## src/hdl/seeded_mix_hash_bucket_defines.svh

```systemverilog
// Assertion macros for the seeded mix hash bucket block.
`ifndef SEEDED_MIX_HASH_BUCKET_DEFINES_SVH
`define SEEDED_MIX_HASH_BUCKET_DEFINES_SVH

// Check a same-cycle implication, sampled on aclk, off during reset.
`define SMHB_ASSERT_SAME(label, ante, cons, msg) \
    label: assert property (@(posedge aclk) disable iff (!aresetn) (ante) |-> (cons)) \
        else $error(msg);

// Check a next-cycle implication, sampled on aclk, off during reset.
`define SMHB_ASSERT_NEXT(label, ante, cons, msg) \
    label: assert property (@(posedge aclk) disable iff (!aresetn) (ante) |=> (cons)) \
        else $error(msg);

`endif

```

## src/hdl/smhb_pkg.sv

```systemverilog
// Shared types, constants and mix shift table for the seeded mix hash bucket block.
package smhb_pkg;

    localparam int unsigned WORD_W    = 32;
    localparam int unsigned MIX_STEPS = 9;
    localparam int unsigned ADDR_W    = 3;

    // Register indexes, taken from paddr[2].
    localparam logic REG_HASH_SEED    = 1'b0;
    localparam logic REG_BUCKET_COUNT = 1'b1;

    // Which mix word a step updates.
    localparam int unsigned ROLE_A = 0;
    localparam int unsigned ROLE_B = 1;
    localparam int unsigned ROLE_C = 2;

    typedef logic [WORD_W-1:0] word_t;

    typedef struct packed {
        word_t wa;
        word_t wb;
        word_t wc;
    } mix_t;

    typedef struct packed {
        word_t rem;
        word_t word;
    } div_t;

    // Shift amount of each of the nine mix steps.
    function automatic int unsigned mix_shift(input int unsigned step);
        int unsigned amount;
        case (step)
            0: amount = 13;
            1: amount = 8;
            2: amount = 13;
            3: amount = 12;
            4: amount = 16;
            5: amount = 5;
            6: amount = 3;
            7: amount = 10;
            8: amount = 15;
            default: amount = 0;
        endcase
        return amount;
    endfunction

endpackage

```

## src/hdl/smhb_div_cell.sv

```systemverilog
// One restoring-division step: brings in one dividend bit and reduces the remainder.
module smhb_div_cell #(
    parameter int unsigned BIT = 0
) (
    input  logic           aclk,
    input  logic           aresetn,
    input  logic           en,
    input  smhb_pkg::word_t divisor,
    input  logic           in_valid,
    input  smhb_pkg::div_t in_data,
    output logic           out_valid,
    output smhb_pkg::div_t out_data
);
    import smhb_pkg::*;

    logic              valid_reg;
    div_t              data_reg;
    div_t              data_next;
    logic [WORD_W:0]   trial;
    logic [WORD_W:0]   divisor_ext;
    logic [WORD_W:0]   diff;

    always_comb begin
        trial       = {in_data.rem, in_data.word[BIT]};
        divisor_ext = {1'b0, divisor};
        diff        = trial - divisor_ext;
        data_next.word = in_data.word;
        if (trial >= divisor_ext) begin
            data_next.rem = diff[WORD_W-1:0];
        end else begin
            data_next.rem = trial[WORD_W-1:0];
        end
    end

    always_ff @(posedge aclk) begin
        if (!aresetn) begin
            valid_reg <= 1'b0;
        end else if (en) begin
            valid_reg <= in_valid;
        end
    end

    always_ff @(posedge aclk) begin
        if (en) begin
            data_reg <= data_next;
        end
    end

    assign out_valid = valid_reg;
    assign out_data  = data_reg;

endmodule

```

## config.mk

```make
export PLATFORM = sky130hd
export DESIGN_NAME = smhb_div_cell
export DESIGN_NICKNAME = d
export VERILOG_FILES = /design/src/hdl/seeded_mix_hash_bucket_defines.svh /design/src/hdl/smhb_pkg.sv /design/src/hdl/smhb_div_cell.sv
export SDC_FILE = /design/constraint.sdc
export NUM_CORES = 1
export LEC_CHECK = 0
export BUFFER_PORTS_ARGS = -buffer_cell sky130_fd_sc_hd__buf_2
export CORE_UTILIZATION = 50
export CTS_BUF_LIST = sky130_fd_sc_hd__clkbuf_8 sky130_fd_sc_hd__clkbuf_16
export DETAILED_ROUTE_END_ITERATION = 12
export PLACE_DENSITY = 0.82
export SLEW_MARGIN = 20
export SYNTH_ARGS = -nofsm -noshare
export SYNTH_HDL_FRONTEND = slang
export SYNTH_SLANG_ARGS = --single-unit
```

## constraint.sdc

```tcl
create_clock -name aclk -period 6.3 [get_ports aclk]
set_clock_uncertainty 0.15 [all_clocks]
set_input_delay 0.63 -clock aclk [delete_from_list [all_inputs] [get_ports aclk]]
set_output_delay 0.63 -clock aclk [all_outputs]
set_load 0.01 [all_outputs]
```

Yosys cells after proc, flatten, opt, wreduce, memory -nomap -nowiden
Index checks and enable logic that the tools add are counted.
{"block": "op_classes", "addsub": 1, "order_cmp": 1, "muxes": 1}
{"op": "$ge A33 B32 Y1", "count": 1}
{"op": "$mux W32", "count": 1}
{"op": "$sub A32 B32 Y32", "count": 1}
{"block": "totals", "regBits": 65, "input_bits": 100, "out_inout_bits": 65, "wordCells": 6}

Logic depth before layout (Yosys ltp)
{"block": "logic_depth", "word_depth": 2, "ltp_mapped": 13}

Worst setup path before layout
No wires, ideal clock.
{"block": "synth_timing", "kind": "input port to flip-flop", "from": "input port in_data[0] in the netlist's numbering", "to": "register data_reg, in the netlist out_data[60], data pin", "arrival_ns": 2.935, "t_required_ns": 5.890, "setup_slack_ns": 2.955, "cell_stages": 12, "path_buffers": 0, "path_cell_list": "inv_1 > ha_1 > inv_1 > fa_1 > a21o_1 > a221oi_4 > o2111ai_1 > a31o_1 > a221oi_4 > o221ai_2 > xor2_1 > mux2_2"}
{"element": "from (decl)", "line": "smhb_div_cell.sv:10", "rtl": "input smhb_pkg::div_t in_data,"}
{"element": "to (signal assigned)", "line": "smhb_div_cell.sv:45", "rtl": "data_reg <= data_next;"}
{"element": "to (decl)", "line": "smhb_div_cell.sv:17", "rtl": "div_t data_reg;"}

==> metrics <==
gr ovfl total=0; DRC Markers=0; wire per inst=15.37 microns; CTS sink cnt=between 60 and 70; Max H-tree Level=3; GRT Util Overall=around a quarter; clock-pin slew on the worst setup and hold paths=~0.070 ns; DR vias=about 3700; CTS resizes=0; endpoint class of the critical path=flop; Leakage=between 2 and 2.5 nW; cell taking the most area after synthesis=edfxtp_1; Post-synth EDFFs=64; startpoint types=input pin; synthesized instance count=about 410; root buf cell=clkbuf_8; Seq cells post-synth=between 60 and 70; global-route wire length before repair=16100 microns; Setup WS pre-CTS=2.585 ns; Final WS setup=slightly below 3 ns; top post-synthesis cells by area=edfxtp_1 (46%), ha_1 (9.6%), inv_1 (4.2%); maximum vdd drop=roughly 0.1 mV; Fmax=a little under 0.3 GHz; Post-synth top flop=edfxtp_1; area grow syn2layout=27.84%; Die ar.=just under 9000 sq um; Logic pwr share=between 20% and 30%; Least-Margin Pin Slew=0.8316 ns; Total Routed Length=about 10000 microns; syn nets=545; GPL Wtd Cong=about 0.88; drt via density=~5.4; post-synth top area share=roughly 46%; Layout Nets=between 700 and 800; Die H=approximately 93 microns; post-synthesis cell type count=49; Yosys warnings=0; RSZ-0062 raised after global routing=no; MaxCap Viol Count=0; P_sw=between 0.3 and 0.4 mW; hold path cells=1; I/O pins=165; slew margin rel.=between 40% and 50%; Iter 0 DRT Violations=138; Core ar.=slightly below 8000 sq um; CTS Buffer Depth=2; initial antenna violation count=2; Tmin final=3.419 ns; mapped cell area=4158 sq um; CP max FO=4; Post CTS Setup Buffer Count=0; Die Span X=93.19 microns; WS Path Type=input pin to flop; Reg power frac=41.2%; Clock Latency Late Sink=0.34 ns; Arr. time, crit path=3.36 ns; row count=32; asr flop ratio synth=0%; switch share=29.03%; power density cells=252.6 nW/um^2; first-pass detailed-route iteration total=4; HP Class=input pin to flop; Pint=0.9530 mW; TNS Setup=0 ns; Clock power frac=between 30% and 40%; PortBufs=164; CP required=~6.2 ns; CTS hold repair buffers=0; Fin. Hold Viols=0; Tcrit/Tclk final=between 50 and 60%; outcome=completed; worst reg2reg path depth=2; Final Max Slew Viols=0; largest net degree at the start of global routing=66; CTS tree=built; Initial Utilization=about 53%; Post-Syn Area per Cell=10.09 sq um; Post-DP HPWL=approximately 7900 microns; vias in the first global route=about 3500; Finish-stage setup viols=0; share of cells above drive strength 1=around a third; cts bufs inserted=9; register area share after synthesis=between 40% and 50%; Routed Antenna Nets=0
[power groups by stage]
stage | registers [mW] | clock network [mW] | logic (mW)
after floorplan | 0.590 | 0 | 0.190
after global placement | 0.560 | 0 | 0.341
after detailed placement | 0.561 | 0 | 0.351
after CTS | 0.552 | 0.440 | 0.353
after global routing | 0.558 | 0.459 | 0.392
final | 0.553 | 0.437 | 0.353
[placed cells by master, fill, tap and decap left out, types with 4 or more instances in the layout]
master    netlist  routed
o211ai_1        5       5
nand3_1         5       5
nand2_1        46      46
a31oi_1         4       4
o21a_1          8       8
o21ai_0        30      30
nor2_1         17      17
a211oi_1        4       4
clkbuf_8        0       9
mux2_2          4       4
o21ai_1         8       8
xor2_1         13      13
ha_1           32      32
a21oi_1        30      29
xnor2_1        13      13
o21bai_1        5       5
nand4_1         8       8
o31ai_1         4       4
nor3_1          5       5
buf_2           1     164
a21o_1          7       7
inv_1          46      46
edfxtp_1       64      64
nand2b_1        5       5
[critical path: stages]
cell       delay [ns]
buf_2            0.12
inv_1            0.06
ha_1             0.17
inv_1            0.07
fa_1             0.40
a21o_1           0.22
a221oi_4         0.30
o2111ai_1        0.17
a31o_1           0.29
a221oi_4         0.32
o221ai_2         0.17
xor2_1           0.16
mux2_2           0.28
[logic make-up (layout without fill, tap and decap cells)]
family	Yosys count	after routing	synth area share, %
compound gates	123	123	19.53
fa+ha+maj	33	33	10.11
mux	6	6	1.595
flops	65	65	46.70
buf+inv	61	228	5.718
xor+xnor	26	26	5.477
other cells	0	2	0
simple gates	98	98	10.86
[through the flow]
step	total power [mW]	std cells	hold slack (ns)	cell area, sq um	utilization, %
6_report	1.343	683	0.3052	5315	67.39
5_1_grt	1.409	683	0.2892	5315	67.39
4_1_cts	1.346	681	0.2936	5310	67.32
3_5_place_dp	0.9117	665	0.3994	5067	64.24
3_3_place_gp	0.9010	665	0.3441	5067	64.24
2_1_floorplan	0.7803	412	0.3883	4158	-
[worst paths after layout]
path,end,from,slack (ns)
worst max-delay path,out_data[60],in_data[0],2.88
worst min-delay path,out_data[13],in_data[13],0.31
worst max register to register,out_valid,out_valid,5.52
worst min register to register,out_valid,out_valid,0.41
[area by class of cell]
| cell class | count | area [sq um] |
|---|---|---|
| fillers | 651 | 2572 |
| multi-input cells | 286 | 1989 |
| flip-flops and latches | 65 | 1942 |
| repair buffers | 166 | 835.8 |
| inverters | 46 | 172.7 |
| well taps | 102 | 127.6 |
| clock buffers | 9 | 123.9 |
| clock inverters | 7 | 118.9 |
| diodes | 2 | 5.005 |
[layer usage]
layer	share of wire (%)	vias up	track usage, %	routed length [microns]
met5	0	-	0	0
met4	2.4	0	9.359	248
met3	6.8	20	6.098	709
met2	48	147	39.71	5083
met1	42	1704	29.54	4454
li1	-	1826	-	-
[synth_stat cells, drive strengths merged, types with 2 or more instances]
library cell	n
nand2	46
xnor2	13
o21bai	5
ha	32
a21o	7
o21a	8
a41oi	3
o22ai	2
o211ai	5
mux2	5
nor3	5
clkbuf	12
a211oi	4
a31oi	4
o31ai	4
nand3	5
nand4	8
o211a	2
o2111ai	3
nand2b	5
nor2	17
inv	46
edfxtp	64
o21ai	38
a21oi	30
or3	2
o221ai	2
and3	2
nor2b	2
a221oi	2
buf	3
xor2	13
[registers in the layout, summed over array words and instances (netlist names)]
signal	count
out_data	64
out_valid	1
Power figures use the tool's default switching activity.
