## config.mk

```make
export PLATFORM = sky130hd
export DESIGN_NAME = smhb_mix_cell
export DESIGN_NICKNAME = d
export VERILOG_FILES = /design/src/hdl/seeded_mix_hash_bucket_defines.svh /design/src/hdl/smhb_pkg.sv /design/src/hdl/smhb_mix_cell.sv
export SDC_FILE = /design/constraint.sdc
export NUM_CORES = 1
export LEC_CHECK = 0
export ABC_AREA = 1
export ABC_CLOCK_PERIOD_IN_PS = 6000
export BUFFER_PORTS_ARGS = -buffer_cell sky130_fd_sc_hd__buf_2
export CAP_MARGIN = 20
export CORE_MARGIN = 2
export CORE_UTILIZATION = 57
export CTS_CLUSTER_DIAMETER = 30
export DETAILED_ROUTE_END_ITERATION = 8
export GPL_ROUTABILITY_DRIVEN = 0
export GPL_TIMING_DRIVEN = 0
export PLACE_DENSITY = 0.95
export SYNTH_ARGS = -nofsm -noshare
export SYNTH_HDL_FRONTEND = slang
export SYNTH_SLANG_ARGS = --single-unit
```

## constraint.sdc

```tcl
create_clock -name aclk -period 6 [get_ports aclk]
set_input_delay 0.9 -clock aclk [delete_from_list [all_inputs] [get_ports aclk]]
set_output_delay 0.9 -clock aclk [all_outputs]
set_load 0.1 [all_outputs]
```

## src/hdl/seeded_mix_hash_bucket_defines.svh

```systemverilog
// Assertion macros for the seeded mix hash bucket block.
`ifndef SEEDED_MIX_HASH_BUCKET_DEFINES_SVH
`define SEEDED_MIX_HASH_BUCKET_DEFINES_SVH

// Check a same-cycle implication, sampled on aclk, off during reset.
`define SMHB_ASSERT_SAME(label, ante, cons, msg) \
    label: assert property (@(posedge aclk) disable iff (!aresetn) (ante) |-> (cons)) \
        else $error(msg);

// Check a next-cycle implication, sampled on aclk, off during reset.
`define SMHB_ASSERT_NEXT(label, ante, cons, msg) \
    label: assert property (@(posedge aclk) disable iff (!aresetn) (ante) |=> (cons)) \
        else $error(msg);

`endif

```

## src/hdl/smhb_pkg.sv

```systemverilog
// Shared types, constants and mix shift table for the seeded mix hash bucket block.
package smhb_pkg;

    localparam int unsigned WORD_W    = 32;
    localparam int unsigned MIX_STEPS = 9;
    localparam int unsigned ADDR_W    = 3;

    // Register indexes, taken from paddr[2].
    localparam logic REG_HASH_SEED    = 1'b0;
    localparam logic REG_BUCKET_COUNT = 1'b1;

    // Which mix word a step updates.
    localparam int unsigned ROLE_A = 0;
    localparam int unsigned ROLE_B = 1;
    localparam int unsigned ROLE_C = 2;

    typedef logic [WORD_W-1:0] word_t;

    typedef struct packed {
        word_t wa;
        word_t wb;
        word_t wc;
    } mix_t;

    typedef struct packed {
        word_t rem;
        word_t word;
    } div_t;

    // Shift amount of each of the nine mix steps.
    function automatic int unsigned mix_shift(input int unsigned step);
        int unsigned amount;
        case (step)
            0: amount = 13;
            1: amount = 8;
            2: amount = 13;
            3: amount = 12;
            4: amount = 16;
            5: amount = 5;
            6: amount = 3;
            7: amount = 10;
            8: amount = 15;
            default: amount = 0;
        endcase
        return amount;
    endfunction

endpackage

```

## src/hdl/smhb_mix_cell.sv

```systemverilog
// One mix step: updates one of the three mix words and registers all three.
module smhb_mix_cell #(
    parameter int unsigned STEP = 0
) (
    input  logic          aclk,
    input  logic          aresetn,
    input  logic          en,
    input  logic          in_valid,
    input  smhb_pkg::mix_t in_words,
    output logic          out_valid,
    output smhb_pkg::mix_t out_words
);
    import smhb_pkg::*;

    localparam int unsigned ROLE  = STEP % 3;
    localparam int unsigned SHIFT = mix_shift(STEP);

    logic   valid_reg;
    mix_t   words_reg;
    mix_t   words_next;

    always_comb begin
        words_next = in_words;
        case (ROLE)
            ROLE_A: begin
                words_next.wa = (in_words.wa - in_words.wb - in_words.wc)
                                ^ (in_words.wc >> SHIFT);
            end
            ROLE_B: begin
                words_next.wb = (in_words.wb - in_words.wc - in_words.wa)
                                ^ (in_words.wa << SHIFT);
            end
            ROLE_C: begin
                words_next.wc = (in_words.wc - in_words.wa - in_words.wb)
                                ^ (in_words.wb >> SHIFT);
            end
            default: begin
                words_next = in_words;
            end
        endcase
    end

    always_ff @(posedge aclk) begin
        if (!aresetn) begin
            valid_reg <= 1'b0;
        end else if (en) begin
            valid_reg <= in_valid;
        end
    end

    always_ff @(posedge aclk) begin
        if (en) begin
            words_reg <= words_next;
        end
    end

    assign out_valid = valid_reg;
    assign out_words = words_reg;

endmodule

```

# Yosys cells after proc, flatten, opt, wreduce, memory -nomap -nowiden
# Cells that the tools add are included.
# totals
regBits	97
latchBits	0
ram_bits	0
mem_bits_ro	0
in_bits	100
output_inout_bits	97
elab_cells	7
n_memories	0
# classes
add_sub_neg	2
multipliers	0
div_mod_pow	0
magnitude_cmp	0
n_eq_ne	0
shift	0
muxes	0
bitwise_logic	1
n_reduce_logical	0
# ops
operator	n
32-bit subtractor	2
32-bit by 19-bit bitwise XOR with 32-bit output	1

# Logic depth before layout (Yosys ltp)
# depth
word_depth	3
depth_mapped	14
mapped_depth_nobuf	14

# Worst setup path after synthesis
# OpenSTA, ideal clock, no wires.
# synth_path
path_type	in2reg
from	input in_words[5] (netlist bit)
to	register words_reg (netlist bit out_words[95]) (data pin)
setup_ns	0.252
t_arrival_ns	2.511
required_ns	5.748
path_slack_ns	3.236
cell_stages	13
path_buffers	0
path_cell_list	inv_1 > fa_1 > ha_1 > nand2_2 > inv_1 > a21oi_2 > nand2_2 > nand2_2 > nand2_2 > nand2_1 > nand2_1 > nand2_1 > nand2_1
# synth_rtl
element	line_no	source
start, declared	smhb_mix_cell.sv:9	input smhb_pkg::mix_t in_words,
end signal, assigned	smhb_mix_cell.sv:53	words_reg <= words_next;
end, declared	smhb_mix_cell.sv:19	mix_t words_reg;

==> results by group <==
Route
  • Vias: 5,626
  • Average routed wire per standard cell: 15.1 um
  • Via-per-instance ratio: roughly 5
  • Routed Antenna Nets: 0
  • Iter 0 DRT Violations: about 570
  • First-pass DRT Iterations: 5
  • Routed wire length: around 17,000 um
  • DRC Markers: 0

Finish
  • Multi-input gate area: 2880 sq um
  • Fillers: 825
  • Sequential cell area: 2900 sq um
  • Diodes inserted: 0
  • Commonest non-fill, non-tap cell in the layout: nand2_1
  • Area Growth Syn to Fin: 23.4%
  • Commonest cells after routing, fill and taps aside: nand2_1, inv_1, buf_2
  • Layout cells sized above 1: a little over a quarter
  • Final net count: ~1,100

Critical path
  • R2r worst-path depth: 2
  • Reg2Reg Setup Slack: 5.36 ns
  • CP cell instances: buf_2 > inv_1 > fa_1 > ha_1 > nand2_1 > inv_1 > nand2_1 > nand2_1 > nand2_1 > nand2_1 > a21oi_1 > nand2_1 > nand2_1 > nand2_1
  • Setup crit end kind: flip-flop
  • Kind of critical path: in -> reg
  • Origin of the critical flop-to-flop path: out_valid
  • Crit path buf inv count: 3
  • Worst EP required: 6.10 ns
  • Peak per-stage delay on the critical path: about 0.49 ns
  • CP most frequent cell: nand2_1
  • CP startpoint: in_words[15]
  • Worst Setup Start Kind: input pin
  • Crit-path leading delay family: adder cells
  • Crit Path Max Fanout: 4
  • Worst Path Arrival: 3.02 ns
  • Reg2Reg Capture Point: out_valid
  • Slowest cell on crit path: fa_1

Yosys
  • Synth cell types: 27
  • Mapped Nets: approximately 900
  • Yosys warns: 0
  • Cells after synthesis: approximately 750
  • Sequential-to-total area share from yosys stat: about 44%
  • Main flop type after synthesis: edfxtp_1
  • Synth Register Bits: a little under 100
  • Synthesized area: 6540 sq um
  • Share of synthesized registers carrying an async set or reset: 0%
  • Mapped Avg Cell Area: roughly 8.8 sq um
  • Post-synth EDFFs: 96

Pwr
  • Overall power: between 3000 and 4000 uW
  • Peak supply drop: about 0.23 mV
  • Leakage: 0.00442 uW
  • Combinational Power Share: around 50%
  • Clock Power Share: between 20% and 30%
  • PD cells: 391 nW/um^2
  • Psw: 1540 uW
  • Sequential power share: around 29%
  • Sw frac: approximately half
  • Pint: between 1500 and 2000 uW

Placement
  • Pre-CTS setup slack: about 2.8 ns
  • DP HPWL: roughly 13,000 um
  • Buffers on Ports: 196

Clocking
  • Latest clock arrival within the worst-skew pair: between 0.3 and 0.4 ns
  • Cts repair resizes: 0
  • TritonCTS clock tree: done
  • Root Driver: clkbuf_16
  • Setup Buffers After CTS: 0
  • Hold_buf cts: 0
  • CTS buffer count: 9
  • Reg clk slew, reported paths: around 0.070 ns
  • Clock Tree Buf Depth: 2
  • CTS H-Tree Depth: 3
  • Clk sinks: 97

Die
  • Die Width: around 110 um
  • Initial core utilization: between 50% and 60%
  • FP Rows: 39
  • I/O pins: a little under 200
  • Die area: 12,300 sq um
  • Die height: 111 um
  • Core region area: 11,300 sq um

Status
  • Status: finished clean

STA
  • Setup ws final: around 3.1 ns
  • Final Hold Vio Count: 0
  • Max Fclk: 343 MHz
  • Worst-margin pin slew: a little under 0.6 ns
  • Setup TNS: 0 ns
  • Final setup fails: 0
  • Unrepaired setup endpoints after global routing: false
  • Tcrit/Tclk final: between 40 and 50%
  • Minimum clock period: ~2.9 ns
  • Worst Skew: 0 ns
  • Rel. slew slack: 60.4%
  • Final Slew Violations: 0

Global route
  • Number of global-route vias before repair: approximately 5,600
  • Initial antenna violation count: 0
  • First-pass GRT wire length: between 20,000 and 30,000 um
  • Gr ovfl total: 0
  • Pin count of the biggest net entering global routing: 56
  • GRT Overall Usage: around 28%

Hold path
  • Tightest Hold Check Type: reg -> reg
  • Hold Crit Endpoint: out_valid
  • Hold_sp: out_valid
  • Worst Hold Path Cells: 2

Job
  • Max-capacitance violation count: 0
==> through the flow <==
step	util (%)	std cells	hold slack, ns	cell area, sq um
after detailed placement	68.3	1086	0.546	7730
after global routing	71.3	1102	0.599	8070
after global placement	68.0	1085	0.519	7700
after floorplan	-	746	0.986	6540
final	71.3	1102	0.552	8070
after CTS	71.3	1102	0.555	8070
==> power groups by stage <==
stage          Sequential (uW)  Clock, uW  Combinational (uW)
2_1_floorplan             1650          0                 525
3_3_place_gp               913          0                1520
3_5_place_dp               919          0                1560
4_1_cts                    906        664                1570
5_1_grt                    913        693                1690
6_report                   905        664                1590
==> routing by layer <==
metal | routed length, um | up-vias | track usage (%)
met3 | 1410 | 71 | 4.59
met4 | 718 | 0 | 14.2
li1 | - | 2674 | -
met1 | 6450 | 2583 | 33.2
met2 | 8100 | 298 | 48.1
met5 | 0 | - | 0
==> cell usage after synthesis, types with 2 or more instances <==
library cell | count | area share [%]
nand4_1 | 3 | 0.29
and3_1 | 2 | 0.19
nand3b_1 | 2 | 0.23
inv_2 | 3 | 0.17
nand3_1 | 21 | 1.6
nor2_4 | 3 | 0.52
nand2_1 | 226 | 13
edfxtp_1 | 96 | 44
nand2_2 | 18 | 1.7
nand3_2 | 6 | 0.92
nor3_2 | 2 | 0.31
a21oi_1 | 19 | 1.5
xnor2_1 | 17 | 2.3
o21bai_1 | 3 | 0.34
ha_1 | 33 | 6.3
nor2_1 | 28 | 1.6
nor2_2 | 6 | 0.57
fa_1 | 30 | 9.2
inv_1 | 199 | 11
xor2_1 | 22 | 2.9
==> layout make-up <==
class	count	area share, %
multi-input combinational	447	35.7
tap	143	2.22
timing repair buffer	197	12.5
clock inverter	7	1.44
sequential	97	36.0
inverter	202	9.39
clock buffer	9	2.79
==> registers in the layout (all words and copies together) (netlist names) <==
| signal | count |
|---|---|
| out_words | 96 |
| out_valid | 1 |
==> worst register-to-register path: stages, from the launching register on <==
cell     delay (ns)
dfxtp_1        0.31
o21ai_0        0.15
a21oi_1        0.06
==> logic make-up after synthesis <==
family,share of synthesized area [%]
simple gates,21.2
xor+xnor,5.22
compound gates,2.12
fa+ha+maj,15.5
buf+inv,11.6
flops,44.4
==> how the worst max path moves through the flow <==
stage	slack (ns)	end	depth (start not counted)
floorplan	3.24	out_words[95]	13
global placement	2.88	out_words[86]	14
detailed placement	2.83	out_words[91]	14
CTS	3.14	out_words[93]	14
global route	2.95	out_words[93]	14
finish	3.08	out_words[93]	14
No activity file was read; power rests on OpenSTA's default activity.
